**config.mk**
```make
export PLATFORM = sky130hd
export DESIGN_NAME = euler_fly_camera_update_unit
export DESIGN_NICKNAME = d
export VERILOG_FILES = /design/src/rtl/efc_pkg.sv /design/src/rtl/euler_fly_camera_update_unit.sv /design/src/rtl/efc_ctrl.sv /design/src/rtl/efc_datapath.sv
export SDC_FILE = /design/constraint.sdc
export NUM_CORES = 2
export LEC_CHECK = 0
export ABC_AREA = 0
export BUFFER_PORTS_ARGS = -buffer_cell sky130_fd_sc_hd__buf_4
export CORE_ASPECT_RATIO = 0.75
export CORE_MARGIN = 3
export CORE_UTILIZATION = 65
export CTS_BUF_LIST = sky130_fd_sc_hd__clkbuf_8
export CTS_CLUSTER_DIAMETER = 120
export CTS_CLUSTER_SIZE = 12
export DETAILED_ROUTE_END_ITERATION = 8
export PLACE_DENSITY = 0.79
export SKIP_CTS_REPAIR_TIMING = 1
export SLEW_MARGIN = 15
export SYNTH_ARGS = -nofsm -noshare
export SYNTH_HDL_FRONTEND = slang
export SYNTH_SLANG_ARGS = --single-unit
```
**constraint.sdc**
```tcl
create_clock -name i_clk -period 27.3 [get_ports i_clk]
set_input_delay 1.365 -clock i_clk [delete_from_list [all_inputs] [get_ports i_clk]]
set_output_delay 1.365 -clock i_clk [all_outputs]
set_load 0.03 [all_outputs]
```
**src/rtl/efc_pkg.sv**
```systemverilog
// Shared types and constants for the fly camera update block.
// Used by efc_ctrl, efc_datapath and the top level; no dependencies.
`default_nettype none
package efc_pkg;

    localparam int TRIG_ITERATIONS   = 16;
    localparam int DIR_FRACTION_BITS = 14;

    localparam logic [2:0] OP_ROTATE   = 3'd0;
    localparam logic [2:0] OP_FORWARD  = 3'd1;
    localparam logic [2:0] OP_BACKWARD = 3'd2;
    localparam logic [2:0] OP_LEFT     = 3'd3;
    localparam logic [2:0] OP_RIGHT    = 3'd4;

    localparam logic [7:0] REG_SENSITIVITY = 8'd0;
    localparam logic [7:0] REG_MOVE_SPEED  = 8'd1;

    localparam int YAW_SPAN    = 57600;
    localparam int YAW_HALF    = 28800;
    localparam int PITCH_LIMIT = 14240;
    localparam int ONE_Q14     = 16384;
    localparam int WRAP_STEPS  = 9;

    localparam logic       SEL_YAW   = 1'b0;
    localparam logic       SEL_PITCH = 1'b1;

    typedef enum logic [4:0] {
        CMD_NONE,
        CMD_LOAD,
        CMD_WRAP,
        CMD_CINIT,
        CMD_CITER,
        CMD_CSAVE,
        CMD_MULA,
        CMD_MULB,
        CMD_MULC,
        CMD_DIST,
        CMD_VEC,
        CMD_MOVX,
        CMD_MOVY,
        CMD_MOVZ,
        CMD_POSZ,
        CMD_OUT
    } t_cmd;

    typedef struct packed {
        t_cmd       cmd;
        logic [4:0] idx;
        logic       sel;
    } t_dp_ctl;

    typedef struct packed {
        logic [2:0] op;
        logic [2:0] in_op;
    } t_dp_sts;

    // arctan(2^-i) in units of 1/(160*65536) degree
    function automatic logic [29:0] f_atan(input logic [4:0] i);
        logic [29:0] a;
        unique case (i)
            5'd0:    a = 30'd471859200;
            5'd1:    a = 30'd278554751;
            5'd2:    a = 30'd147180680;
            5'd3:    a = 30'd74711211;
            5'd4:    a = 30'd37500584;
            5'd5:    a = 30'd18768573;
            5'd6:    a = 30'd9386577;
            5'd7:    a = 30'd4693575;
            5'd8:    a = 30'd2346823;
            5'd9:    a = 30'd1173416;
            5'd10:   a = 30'd586709;
            5'd11:   a = 30'd293354;
            5'd12:   a = 30'd146677;
            5'd13:   a = 30'd73339;
            5'd14:   a = 30'd36669;
            5'd15:   a = 30'd18335;
            5'd16:   a = 30'd9167;
            5'd17:   a = 30'd4584;
            5'd18:   a = 30'd2292;
            5'd19:   a = 30'd1146;
            5'd20:   a = 30'd573;
            5'd21:   a = 30'd286;
            5'd22:   a = 30'd143;
            5'd23:   a = 30'd72;
            default: a = 30'd0;
        endcase
        return a;
    endfunction

endpackage
`default_nettype wire

```
**src/rtl/euler_fly_camera_update_unit.sv**
```systemverilog
// Top level of the fly camera update block: sequencer plus datapath.
// Depends on efc_pkg, efc_ctrl and efc_datapath.
//
//   channel | direction | handshake                   | payload
//   input   | in        | i_in_valid / o_in_ready     | opcode, mouse dx/dy, delta time
//   output  | out       | o_out_valid / i_out_ready   | position, front, yaw, pitch
//   config  | in        | i_cfg_valid / o_cfg_ready   | register index, write data
//
// Rotate runs the nine-step yaw wrap and two passes through the shared
// CORDIC iteration, then the multiply steps. Forward and backward run
// the multiply and move steps; left and right add one CORDIC pass.
// Reset is synchronous; no clearing pass. A stalled output holds in its register
// while the next item is taken; the result of that item waits until it is free.
`default_nettype none
module euler_fly_camera_update_unit #(
    parameter int TRIG_ITERATIONS   = efc_pkg::TRIG_ITERATIONS,
    parameter int DIR_FRACTION_BITS = efc_pkg::DIR_FRACTION_BITS
) (
    input  wire                i_clk,
    input  wire                i_rst_n,
    input  wire                i_in_valid,
    output logic               o_in_ready,
    input  wire         [2:0]  i_opcode,
    input  wire  signed [15:0] i_mouse_dx,
    input  wire  signed [15:0] i_mouse_dy,
    input  wire         [15:0] i_delta_time,
    output logic               o_out_valid,
    input  wire                i_out_ready,
    output logic signed [31:0] o_pos_x,
    output logic signed [31:0] o_pos_y,
    output logic signed [31:0] o_pos_z,
    output logic signed [15:0] o_dir_x,
    output logic signed [15:0] o_dir_y,
    output logic signed [15:0] o_dir_z,
    output logic signed [15:0] o_yaw_out,
    output logic signed [14:0] o_pitch_out,
    input  wire                i_cfg_valid,
    output logic               o_cfg_ready,
    input  wire         [7:0]  i_cfg_index,
    input  wire         [15:0] i_cfg_data
);

    efc_pkg::t_dp_ctl ctl;
    efc_pkg::t_dp_sts sts;

    assign o_cfg_ready = 1'b1;

    efc_ctrl #(
        .TRIG_ITERATIONS(TRIG_ITERATIONS)
    ) u_ctrl (
        .i_clk      (i_clk),
        .i_rst_n    (i_rst_n),
        .i_in_valid (i_in_valid),
        .o_in_ready (o_in_ready),
        .o_out_valid(o_out_valid),
        .i_out_ready(i_out_ready),
        .i_sts      (sts),
        .o_ctl      (ctl)
    );

    efc_datapath #(
        .DIR_FRACTION_BITS(DIR_FRACTION_BITS)
    ) u_dp (
        .i_clk       (i_clk),
        .i_rst_n     (i_rst_n),
        .i_ctl       (ctl),
        .o_sts       (sts),
        .i_opcode    (i_opcode),
        .i_mouse_dx  (i_mouse_dx),
        .i_mouse_dy  (i_mouse_dy),
        .i_delta_time(i_delta_time),
        .i_cfg_we    (i_cfg_valid & o_cfg_ready),
        .i_cfg_index (i_cfg_index),
        .i_cfg_data  (i_cfg_data),
        .o_pos_x     (o_pos_x),
        .o_pos_y     (o_pos_y),
        .o_pos_z     (o_pos_z),
        .o_dir_x     (o_dir_x),
        .o_dir_y     (o_dir_y),
        .o_dir_z     (o_dir_z),
        .o_yaw_out   (o_yaw_out),
        .o_pitch_out (o_pitch_out)
    );

    // an input transfer starts work, so no second item right after it
    a_busy_after_accept: assert property (@(posedge i_clk) disable iff (!i_rst_n)
        (i_in_valid && o_in_ready) |=> !o_in_ready)
        else $error("input taken while busy");

    a_pitch_range: assert property (@(posedge i_clk) disable iff (!i_rst_n)
        o_out_valid |-> (o_pitch_out <= 15'sd14240 && o_pitch_out >= -15'sd14240))
        else $error("pitch out of range");

    a_yaw_range: assert property (@(posedge i_clk) disable iff (!i_rst_n)
        o_out_valid |-> (o_yaw_out <= 16'sd28799 && o_yaw_out >= -16'sd28800))
        else $error("yaw out of range");

    a_dir_range: assert property (@(posedge i_clk) disable iff (!i_rst_n)
        o_out_valid |-> (o_dir_x <= 16'sd16384 && o_dir_x >= -16'sd16384 &&
                         o_dir_z <= 16'sd16384 && o_dir_z >= -16'sd16384))
        else $error("front vector out of range");

endmodule
`default_nettype wire

```
**src/rtl/efc_ctrl.sv**
```systemverilog
// Sequencer for the fly camera update: steps the datapath through
// wrap, CORDIC, multiply and move phases. Depends on efc_pkg.
`default_nettype none
module efc_ctrl #(
    parameter int TRIG_ITERATIONS = efc_pkg::TRIG_ITERATIONS
) (
    input  wire             i_clk,
    input  wire             i_rst_n,
    input  wire             i_in_valid,
    output logic            o_in_ready,
    output logic            o_out_valid,
    input  wire             i_out_ready,
    input  efc_pkg::t_dp_sts i_sts,
    output efc_pkg::t_dp_ctl o_ctl
);

    typedef enum logic [17:0] {
        S_IDLE    = 18'b000000000000000001,
        S_WRAP    = 18'b000000000000000010,
        S_CINIT_Y = 18'b000000000000000100,
        S_ITER_Y  = 18'b000000000000001000,
        S_SAVE_Y  = 18'b000000000000010000,
        S_CINIT_P = 18'b000000000000100000,
        S_ITER_P  = 18'b000000000001000000,
        S_SAVE_P  = 18'b000000000010000000,
        S_MULA    = 18'b000000000100000000,
        S_MULB    = 18'b000000001000000000,
        S_MULC    = 18'b000000010000000000,
        S_DIST    = 18'b000000100000000000,
        S_VEC     = 18'b000001000000000000,
        S_MOVX    = 18'b000010000000000000,
        S_MOVY    = 18'b000100000000000000,
        S_MOVZ    = 18'b001000000000000000,
        S_POSZ    = 18'b010000000000000000,
        S_DONE    = 18'b100000000000000000
    } t_state;

    localparam logic [4:0] ITER_LAST = 5'(TRIG_ITERATIONS - 1);
    localparam logic [4:0] WRAP_TOP  = 5'(efc_pkg::WRAP_STEPS - 1);

    t_state     r_state, n_state;
    logic [4:0] r_cnt, n_cnt;
    logic       r_out_valid, n_out_valid;

    assign o_in_ready  = (r_state == S_IDLE);
    assign o_out_valid = r_out_valid;

    always_comb begin
        n_state     = r_state;
        n_cnt       = r_cnt;
        n_out_valid = r_out_valid;
        o_ctl.cmd   = efc_pkg::CMD_NONE;
        o_ctl.idx   = r_cnt;
        o_ctl.sel   = efc_pkg::SEL_YAW;
        if (r_out_valid && i_out_ready) begin
            n_out_valid = 1'b0;
        end
        unique case (r_state)
            S_IDLE: begin
                if (i_in_valid) begin
                    o_ctl.cmd = efc_pkg::CMD_LOAD;
                    n_state   = S_DONE;
                end
            end
            S_WRAP: begin
                o_ctl.cmd = efc_pkg::CMD_WRAP;
                n_cnt     = r_cnt - 5'd1;
                if (r_cnt == 5'd0) begin
                    n_state = S_CINIT_Y;
                end
            end
            S_CINIT_Y: begin
                o_ctl.cmd = efc_pkg::CMD_CINIT;
                n_cnt     = 5'd0;
                n_state   = S_ITER_Y;
            end
            S_ITER_Y: begin
                o_ctl.cmd = efc_pkg::CMD_CITER;
                n_cnt     = r_cnt + 5'd1;
                if (r_cnt == ITER_LAST) begin
                    n_state = S_SAVE_Y;
                end
            end
            S_SAVE_Y: begin
                o_ctl.cmd = efc_pkg::CMD_CSAVE;
                n_state   = (i_sts.op == efc_pkg::OP_ROTATE) ? S_CINIT_P : S_DIST;
            end
            S_CINIT_P: begin
                o_ctl.cmd = efc_pkg::CMD_CINIT;
                o_ctl.sel = efc_pkg::SEL_PITCH;
                n_cnt     = 5'd0;
                n_state   = S_ITER_P;
            end
            S_ITER_P: begin
                o_ctl.cmd = efc_pkg::CMD_CITER;
                n_cnt     = r_cnt + 5'd1;
                if (r_cnt == ITER_LAST) begin
                    n_state = S_SAVE_P;
                end
            end
            S_SAVE_P: begin
                o_ctl.cmd = efc_pkg::CMD_CSAVE;
                o_ctl.sel = efc_pkg::SEL_PITCH;
                n_state   = S_MULA;
            end
            S_MULA: begin
                o_ctl.cmd = efc_pkg::CMD_MULA;
                n_state   = S_MULB;
            end
            S_MULB: begin
                o_ctl.cmd = efc_pkg::CMD_MULB;
                n_state   = S_MULC;
            end
            S_MULC: begin
                o_ctl.cmd = efc_pkg::CMD_MULC;
                n_state   = S_DONE;
            end
            S_DIST: begin
                o_ctl.cmd = efc_pkg::CMD_DIST;
                n_state   = S_VEC;
            end
            S_VEC: begin
                o_ctl.cmd = efc_pkg::CMD_VEC;
                n_state   = S_MOVX;
            end
            S_MOVX: begin
                o_ctl.cmd = efc_pkg::CMD_MOVX;
                n_state   = S_MOVY;
            end
            S_MOVY: begin
                o_ctl.cmd = efc_pkg::CMD_MOVY;
                n_state   = S_MOVZ;
            end
            S_MOVZ: begin
                o_ctl.cmd = efc_pkg::CMD_MOVZ;
                n_state   = S_POSZ;
            end
            S_POSZ: begin
                o_ctl.cmd = efc_pkg::CMD_POSZ;
                n_state   = S_DONE;
            end
            S_DONE: begin
                // hold until the output register is free
                if (!r_out_valid || i_out_ready) begin
                    o_ctl.cmd   = efc_pkg::CMD_OUT;
                    n_out_valid = 1'b1;
                    n_state     = S_IDLE;
                end
            end
            default: begin
                n_state = S_IDLE;
            end
        endcase
        // branch on the opcode offered with the input transfer
        if (r_state == S_IDLE && i_in_valid) begin
            n_cnt = WRAP_TOP;
            if (efc_pkg::t_cmd'(o_ctl.cmd) == efc_pkg::CMD_LOAD) begin
                priority if (i_sts.in_op == efc_pkg::OP_ROTATE) begin
                    n_state = S_WRAP;
                end else if (i_sts.in_op == efc_pkg::OP_FORWARD ||
                             i_sts.in_op == efc_pkg::OP_BACKWARD) begin
                    n_state = S_DIST;
                end else if (i_sts.in_op == efc_pkg::OP_LEFT ||
                             i_sts.in_op == efc_pkg::OP_RIGHT) begin
                    n_state = S_CINIT_Y;
                end else begin
                    n_state = S_DONE;
                end
            end
        end
    end

    always_ff @(posedge i_clk) begin
        if (!i_rst_n) begin
            r_state     <= S_IDLE;
            r_cnt       <= 5'd0;
            r_out_valid <= 1'b0;
        end else begin
            r_state     <= n_state;
            r_cnt       <= n_cnt;
            r_out_valid <= n_out_valid;
        end
    end

endmodule
`default_nettype wire

```
**src/rtl/efc_datapath.sv**
```systemverilog
// Datapath of the fly camera update: camera state, yaw wrap, shared
// CORDIC iteration, one shared multiplier and output registers. Uses efc_pkg.
`default_nettype none
module efc_datapath #(
    parameter int DIR_FRACTION_BITS = efc_pkg::DIR_FRACTION_BITS
) (
    input  wire                i_clk,
    input  wire                i_rst_n,
    input  efc_pkg::t_dp_ctl   i_ctl,
    output efc_pkg::t_dp_sts   o_sts,
    input  wire         [2:0]  i_opcode,
    input  wire  signed [15:0] i_mouse_dx,
    input  wire  signed [15:0] i_mouse_dy,
    input  wire         [15:0] i_delta_time,
    input  wire                i_cfg_we,
    input  wire         [7:0]  i_cfg_index,
    input  wire         [15:0] i_cfg_data,
    output logic signed [31:0] o_pos_x,
    output logic signed [31:0] o_pos_y,
    output logic signed [31:0] o_pos_z,
    output logic signed [15:0] o_dir_x,
    output logic signed [15:0] o_dir_y,
    output logic signed [15:0] o_dir_z,
    output logic signed [15:0] o_yaw_out,
    output logic signed [14:0] o_pitch_out
);

    localparam int W    = DIR_FRACTION_BITS;
    localparam int XW   = W + 3;
    localparam int MAW  = 33;
    localparam int MBW  = (XW > 17) ? XW : 17;
    localparam int PW   = MAW + MBW;
    localparam int RS   = (W > 14) ? W - 14 : 0;
    localparam int LS   = (W < 14) ? 14 - W : 0;
    localparam int HALF_Q = (1 << RS) >> 1;
    localparam longint GAIN_Q30 = 64'd652032874;
    localparam longint GAIN_INIT =
        (GAIN_Q30 + (64'd1 << (29 - W))) >> (30 - W);
    localparam logic signed [33:0] DEG90  = 34'sd943718400;
    localparam logic signed [33:0] DEG180 = 34'sd1887436800;
    localparam logic signed [PW-1:0] SMAX = PW'(64'sd2147483647);
    localparam logic signed [PW-1:0] SMIN = -SMAX - PW'(1);

    function automatic logic signed [15:0] f_q14(input logic signed [PW-1:0] v);
        logic signed [PW-1:0] r;
        r = ((v + PW'(HALF_Q)) >>> RS) <<< LS;
        if (r > PW'(efc_pkg::ONE_Q14)) begin
            r = PW'(efc_pkg::ONE_Q14);
        end
        if (r < -PW'(efc_pkg::ONE_Q14)) begin
            r = -PW'(efc_pkg::ONE_Q14);
        end
        return 16'(r);
    endfunction

    function automatic logic signed [31:0] f_move(input logic signed [31:0] p,
                                                 input logic signed [PW-1:0] prod);
        logic signed [PW-1:0] s;
        s = ((prod + PW'(1 << 21)) >>> 22) + PW'(p);
        if (s > SMAX) begin
            s = SMAX;
        end
        if (s < SMIN) begin
            s = SMIN;
        end
        return 32'(s);
    endfunction

    logic        [7:0]     r_sens;
    logic        [15:0]    r_speed;
    logic        [2:0]     r_op;
    logic        [15:0]    r_dt;
    logic        [24:0]    r_v;
    logic signed [31:0]    r_px, r_py, r_pz;
    logic signed [15:0]    r_fx, r_fy, r_fz;
    logic signed [15:0]    r_yaw;
    logic signed [14:0]    r_pitch;
    logic signed [XW-1:0]  r_x, r_y, r_cy, r_sy, r_cp;
    logic signed [33:0]    r_z;
    logic                  r_neg;
    logic signed [32:0]    r_dist;
    logic signed [15:0]    r_vx, r_vy, r_vz;
    logic signed [PW-1:0]  r_prod;

    logic signed [24:0]    yv, pv;
    logic        [24:0]    cmpv, v_next;
    logic signed [15:0]    ang;
    logic signed [33:0]    z0;
    logic signed [XW-1:0]  xs, ys, xf, yf;
    logic signed [33:0]    at;
    logic signed [MAW-1:0] ma;
    logic signed [MBW-1:0] mb;
    logic signed [PW-1:0]  rw;
    logic signed [15:0]    qs, qc;

    assign o_sts.op    = r_op;
    assign o_sts.in_op = i_opcode;

    always_comb begin
        yv = 25'(r_yaw) + ($signed(i_mouse_dx) * $signed({1'b0, r_sens}));
        pv = 25'(r_pitch) + ($signed(i_mouse_dy) * $signed({1'b0, r_sens}));
        cmpv   = 25'(efc_pkg::YAW_SPAN) << i_ctl.idx[3:0];
        v_next = (r_v >= cmpv) ? r_v - cmpv : r_v;
        ang    = (i_ctl.sel == efc_pkg::SEL_PITCH) ? 16'(r_pitch) : r_yaw;
        z0     = {{2{ang[15]}}, ang, 16'b0};
        xs     = r_x >>> i_ctl.idx;
        ys     = r_y >>> i_ctl.idx;
        at     = $signed({4'b0, efc_pkg::f_atan(i_ctl.idx)});
        xf     = r_neg ? -r_x : r_x;
        yf     = r_neg ? -r_y : r_y;
        rw     = (r_prod + PW'(1 << (W - 1))) >>> W;
        qs     = f_q14(PW'(r_sy));
        qc     = f_q14(PW'(r_cy));
        ma     = '0;
        mb     = '0;
        unique case (i_ctl.cmd)
            efc_pkg::CMD_MULA: begin
                ma = MAW'(r_cy);
                mb = MBW'(r_cp);
            end
            efc_pkg::CMD_MULB: begin
                ma = MAW'(r_sy);
                mb = MBW'(r_cp);
            end
            efc_pkg::CMD_DIST: begin
                ma = $signed({17'b0, r_dt});
                mb = MBW'($signed({1'b0, r_speed}));
            end
            efc_pkg::CMD_MOVX: begin
                ma = r_dist;
                mb = MBW'(r_vx);
            end
            efc_pkg::CMD_MOVY: begin
                ma = r_dist;
                mb = MBW'(r_vy);
            end
            efc_pkg::CMD_MOVZ: begin
                ma = r_dist;
                mb = MBW'(r_vz);
            end
            default: begin
                ma = '0;
                mb = '0;
            end
        endcase
    end

    always_ff @(posedge i_clk) begin
        if (!i_rst_n) begin
            r_sens  <= 8'd16;
            r_speed <= 16'd640;
            r_op    <= efc_pkg::OP_ROTATE;
            r_px    <= 32'sd0;
            r_py    <= 32'sd0;
            r_pz    <= 32'sd196608;
            r_fx    <= 16'sd0;
            r_fy    <= 16'sd0;
            r_fz    <= -16'sd16384;
            r_yaw   <= -16'sd14400;
            r_pitch <= 15'sd0;
        end else begin
            if (i_cfg_we) begin
                if (i_cfg_index == efc_pkg::REG_SENSITIVITY) begin
                    r_sens <= i_cfg_data[7:0];
                end else if (i_cfg_index == efc_pkg::REG_MOVE_SPEED) begin
                    r_speed <= i_cfg_data;
                end
            end
            unique case (i_ctl.cmd)
                efc_pkg::CMD_LOAD: begin
                    r_op <= i_opcode;
                    r_dt <= i_delta_time;
                    if (i_opcode == efc_pkg::OP_ROTATE) begin
                        // bias by half a span plus whole spans so the wrap works on a positive value
                        r_v <= 25'(yv + 25'(efc_pkg::YAW_HALF + 256 * efc_pkg::YAW_SPAN));
                        if (pv > 25'(efc_pkg::PITCH_LIMIT)) begin
                            r_pitch <= 15'(efc_pkg::PITCH_LIMIT);
                        end else if (pv < -25'(efc_pkg::PITCH_LIMIT)) begin
                            r_pitch <= -15'(efc_pkg::PITCH_LIMIT);
                        end else begin
                            r_pitch <= 15'(pv);
                        end
                    end
                end
                efc_pkg::CMD_WRAP: begin
                    r_v <= v_next;
                    if (i_ctl.idx == 5'd0) begin
                        r_yaw <= 16'($signed({1'b0, v_next}) - 26'(efc_pkg::YAW_HALF));
                    end
                end
                efc_pkg::CMD_CINIT: begin
                    r_x <= XW'(GAIN_INIT);
                    r_y <= '0;
                    priority if (z0 > DEG90) begin
                        r_z   <= z0 - DEG180;
                        r_neg <= 1'b1;
                    end else if (z0 < -DEG90) begin
                        r_z   <= z0 + DEG180;
                        r_neg <= 1'b1;
                    end else begin
                        r_z   <= z0;
                        r_neg <= 1'b0;
                    end
                end
                efc_pkg::CMD_CITER: begin
                    if (!r_z[33]) begin
                        r_x <= r_x - ys;
                        r_y <= r_y + xs;
                        r_z <= r_z - at;
                    end else begin
                        r_x <= r_x + ys;
                        r_y <= r_y - xs;
                        r_z <= r_z + at;
                    end
                end
                efc_pkg::CMD_CSAVE: begin
                    if (i_ctl.sel == efc_pkg::SEL_PITCH) begin
                        r_cp <= xf;
                        r_fy <= f_q14(PW'(yf));
                    end else begin
                        r_cy <= xf;
                        r_sy <= yf;
                    end
                end
                efc_pkg::CMD_MULA: begin
                    r_prod <= ma * mb;
                end
                efc_pkg::CMD_MULB: begin
                    r_fx   <= f_q14(rw);
                    r_prod <= ma * mb;
                end
                efc_pkg::CMD_MULC: begin
                    r_fz <= f_q14(rw);
                end
                efc_pkg::CMD_DIST: begin
                    r_prod <= ma * mb;
                end
                efc_pkg::CMD_VEC: begin
                    r_dist <= 33'(r_prod);
                    priority if (r_op == efc_pkg::OP_FORWARD) begin
                        r_vx <= r_fx;
                        r_vy <= r_fy;
                        r_vz <= r_fz;
                    end else if (r_op == efc_pkg::OP_BACKWARD) begin
                        r_vx <= -r_fx;
                        r_vy <= -r_fy;
                        r_vz <= -r_fz;
                    end else if (r_op == efc_pkg::OP_LEFT) begin
                        r_vx <= qs;
                        r_vy <= 16'sd0;
                        r_vz <= -qc;
                    end else begin
                        r_vx <= -qs;
                        r_vy <= 16'sd0;
                        r_vz <= qc;
                    end
                end
                efc_pkg::CMD_MOVX: begin
                    r_prod <= ma * mb;
                end
                efc_pkg::CMD_MOVY: begin
                    r_px   <= f_move(r_px, r_prod);
                    r_prod <= ma * mb;
                end
                efc_pkg::CMD_MOVZ: begin
                    r_py   <= f_move(r_py, r_prod);
                    r_prod <= ma * mb;
                end
                efc_pkg::CMD_POSZ: begin
                    r_pz <= f_move(r_pz, r_prod);
                end
                default: begin
                end
            endcase
        end
    end

    always_ff @(posedge i_clk) begin
        if (i_ctl.cmd == efc_pkg::CMD_OUT) begin
            o_pos_x     <= r_px;
            o_pos_y     <= r_py;
            o_pos_z     <= r_pz;
            o_dir_x     <= r_fx;
            o_dir_y     <= r_fy;
            o_dir_z     <= r_fz;
            o_yaw_out   <= r_yaw;
            o_pitch_out <= r_pitch;
        end
    end

endmodule
`default_nettype wire
```
==> metrics.md <==
| Metric | Value |
|---|---|
| Critical path arrival | `about 12,000 ps` |
| CP required | `about 28,000 ps` |
| Max Clk Rate | `89.7 MHz` |
| Crit path max fanout | `31` |
| Post-route minimum period | `between 10,000 and 15,000 ps` |
| Reg-to-reg slack, setup | `about 16,000 ps` |
| Clk Latency, worst-skew pair | `about 780 ps` |
| Met2 routed WL | `89,000 µm` |
| Initial antenna violation count | `17` |
| Slowest-stage cell, CP | `a211oi_1` |
| Final-report max-slew violation count | `0` |
| CTS Buf Count | `67` |
| Die Footprint | `approximately 0.11 mm²` |
| Site Rows | `about 100` |
| Initial DRC Count | `6,867` |
| Final TNS setup | `0 ps` |
| Top Metal Used | `met5` |
| Avg Cell Area, Syn | `between 9 and 10 µm²` |
| Status | `finished, final reports clean` |
| Slowest stage delay, CP | `around 760 ps` |
| Critical R2R Capture | `u_dp.r_prod[44]$_DFFE_PP_` |
| Worst Setup Start Kind | `flip-flop` |
| First-pass GRT wire length | `about 330,000 µm` |
| Fin Clk Skew | `roughly 51 ps` |
| Detailed Routing Iterations Pass 1 | `8` |
| Worst-Margin Slew | `roughly 1300 ps` |
| Largest net degree at the start of global routing | `160` |
| Sequential area share after synthesis | `between 20% and 30%` |
| R2r worst-path depth | `33` |
| Mapped Cells | `between 7k and 8k` |
| Vias in the first global route | `roughly 57k` |
| Via/cell ratio | `6.30` |
| Residual DRC count | `0` |
| Most area-consuming cells after synthesis | `fa_1 (22%), edfxtp_1 (20%), ha_1 (7.9%)` |
| WS Path Type | `reg -> reg` |
| Dpl ws | `roughly 16,000 ps` |
| Post-DRT Antenna Nets | `0` |
| Setup WS post-layout | `16,160 ps` |
| Tcrit/Tclk final | `between 40% and 50%` |
| Wirelength, routed | `between 200,000 and 250,000 µm` |
| Max Cap Viol | `0` |
| CTS sink cnt | `around 690` |
| EDFF count, synth | `467` |
| Syn Nets | `9,082` |
| Die height | `roughly 290 µm` |
| P_leak | `around 34 nW` |
| Port Buffers | `roughly 260` |
| Hold Path Class | `reg -> reg` |
| Width of the die | `between 300 and 400 µm` |
| Area leader, netlist | `fa_1` |
| Unrepaired setup endpoints after global routing | `no` |
| Async SR Flop Fraction | `0%` |
| CP Depth | `33` |
| CP top delay family | `simple AND/OR/NAND/NOR gates` |
| VDD IR-drop max | `approximately 0.038 mV` |
| Gpl congestion | `1.02` |
| CP Buf/Inv Count | `6` |
| Top_reg_cell synth | `edfxtp_1` |
| Hold Path End | `u_dp.r_dist[0]$_DFFE_PP_` |
| Most frequent cell on the critical path | `fa_1` |
| Clk root buf | `clkbuf_8` |
| Yosys warns | `0` |
| Metal3 WL | `28,100 µm` |
| Clock slew at reported path FFs | `approximately 90 ps` |
| Starting Density | `between 60% and 70%` |
| Tot GR Track Use | `a little under two fifths` |
| Clock buffer depth | `3` |
| Detailed Place HPWL | `about 170,000 µm` |
| M1 WL | `between 90,000 and 100,000 µm` |
| Cell variety after synth | `112` |
| Pwr/cell area | `roughly 29 mW/mm²` |
| Total congestion overflow | `0` |
| Final Setup Violations | `0` |
| Cell Area, Synth | `a little over 0.07 mm²` |
| Flop and latch count out of synthesis | `~700` |
| Fraction of layout cells with a size suffix above 1 | `under 10%` |
| Hold path depth | `0` |
| Worst hold path startpoint | `u_dp.r_prod[0]$_DFFE_PP_` |
| Core area | `about 0.11 mm²` |
| Slew headroom | `between 15 and 20%` |
| CTS H-Tree Depth | `3` |
| Final net count | `~9k` |
| Area grow syn2layout | `6.16%` |
| TritonCTS clock tree | `done` |
| Wire per inst | `23.2 µm` |
| Ports | `between 200 and 300` |
| Crit. End Element | `flip-flop` |
| Area share of the largest cell type after synthesis | `about 22%` |
| Reg-to-Reg Start | `u_ctrl.r_state[7]$_SDFF_PN0_` |
| Via Count | `just under 60k` |
| Endpoints failing hold | `0` |
==> synth_stat cells, types with 19 or more instances <==
cell type and instances:
a211oi_1 41, a21o_1 140, a21oi_1 469, a22o_1 22, a22oi_1 32, a31oi_1 67
and2_1 203, and3_1 42, and4_1 19, buf_1 23, buf_2 40, clkbuf_1 251
dfxtp_1 226, edfxtp_1 467, fa_1 797, ha_1 451, inv_1 1019, mux2i_1 70
mux4_2 27, nand2_1 854, nand2b_1 49, nand3_1 117, nand4_1 53, nor2_1 740
nor2b_1 48, nor3_1 115, nor4_1 35, o211ai_1 36, o21a_1 38, o21ai_0 327
o21bai_1 46, o22ai_1 25, o31ai_1 37, or2_2 23, or3_1 47, or4_1 20
xnor2_1 259, xor2_1 167
==> power by group <==
group	switching [mW]	internal, mW
Combinational	0.242	0.156
Clock	0.400	0.234
Sequential	0.00896	1.12
==> logic make-up after synthesis <==
| group | count (synthesis) | share of synthesized area (%) |
|---|---|---|
| AOI/OAI and AO/OA | 1501 | 13.4 |
| xor gates and xnor gates | 427 | 5.27 |
| muxes | 111 | 2.06 |
| adders and majority gates | 1249 | 30.3 |
| and+or+nand+nor | 2426 | 15.7 |
| DFF | 693 | 26.0 |
| buffers and inverters | 1346 | 7.21 |
| other | 1 | 0.00526 |
==> cells in the final DEF (no fill, tap or decap), drive strengths merged, types with 140 or more instances in the layout <==
cell type  netlist  final
xnor2          259    259
and2           204    204
a21o           140    140
fa             797    797
inv           1022   1072
o21ai          341    341
buf             72    339
a21oi          471    471
nor2           741    741
ha             451    451
xor2           167    167
dfxtp          226    226
nand2          854    854
edfxtp         467    467
==> layer usage <==
metal	vias up	GRT usage (%)
li1	26200	-
met1	28700	56.1
met2	3476	53.9
met5	-	0
met3	433	10.7
met4	4	13.2
==> cell type report <==
cell class              instances  area, µm²
multi-input cells            5715      47700
repair buffers                339       2560
flip-flops and latches        693      18600
fillers                      8490      32300
clock inverters                53        241
clock buffers                  67        922
diodes                         13       32.5
inverters                    1023       3840
well taps                    1431       1790
==> sequential cells by signal, indices dropped and copies added (netlist names), 17 cells and up <==
name and flops:
u_ctrl.r_state 18, u_dp.o_pos_x 32, u_dp.o_pos_y 32, u_dp.o_pos_z 32
u_dp.r_cp 17, u_dp.r_cy 17, u_dp.r_dist 33, u_dp.r_prod 50
u_dp.r_px 32, u_dp.r_py 32, u_dp.r_pz 32, u_dp.r_sy 17
u_dp.r_v 25, u_dp.r_x 17, u_dp.r_y 17, u_dp.r_z 34
==> metrics by stage <==
stage	power, mW	area, µm²	hold slack, ps	instances	util (%)
after floorplan	1.45	71300	400	7754	-
after global placement	1.53	74500	403	9201	68.9
after detailed placement	1.54	74500	405	9201	68.9
after CTS	2.16	75600	424	9321	70.0
after global routing	2.25	75700	433	9333	70.1
final	2.16	75700	424	9334	70.1
==> worst max-delay path by stage <==
stage                                  from                   endpoint  slack, ps
2_1_floorplan  u_ctrl.r_state[4]$_SDFF_PN0_   u_dp.r_dist[0]$_DFFE_PP_      15850
4_1_cts        u_ctrl.r_state[7]$_SDFF_PN0_  u_dp.r_prod[44]$_DFFE_PP_      16370
5_1_grt        u_ctrl.r_state[7]$_SDFF_PN0_  u_dp.r_prod[44]$_DFFE_PP_      15560
3_5_place_dp   u_ctrl.r_state[7]$_SDFF_PN0_  u_dp.r_prod[44]$_DFFE_PP_      16400
3_3_place_gp   u_ctrl.r_state[7]$_SDFF_PN0_  u_dp.r_prod[44]$_DFFE_PP_      16710
6_report       u_ctrl.r_state[7]$_SDFF_PN0_  u_dp.r_prod[44]$_DFFE_PP_      16160
(Power assumes the default switching activity.)
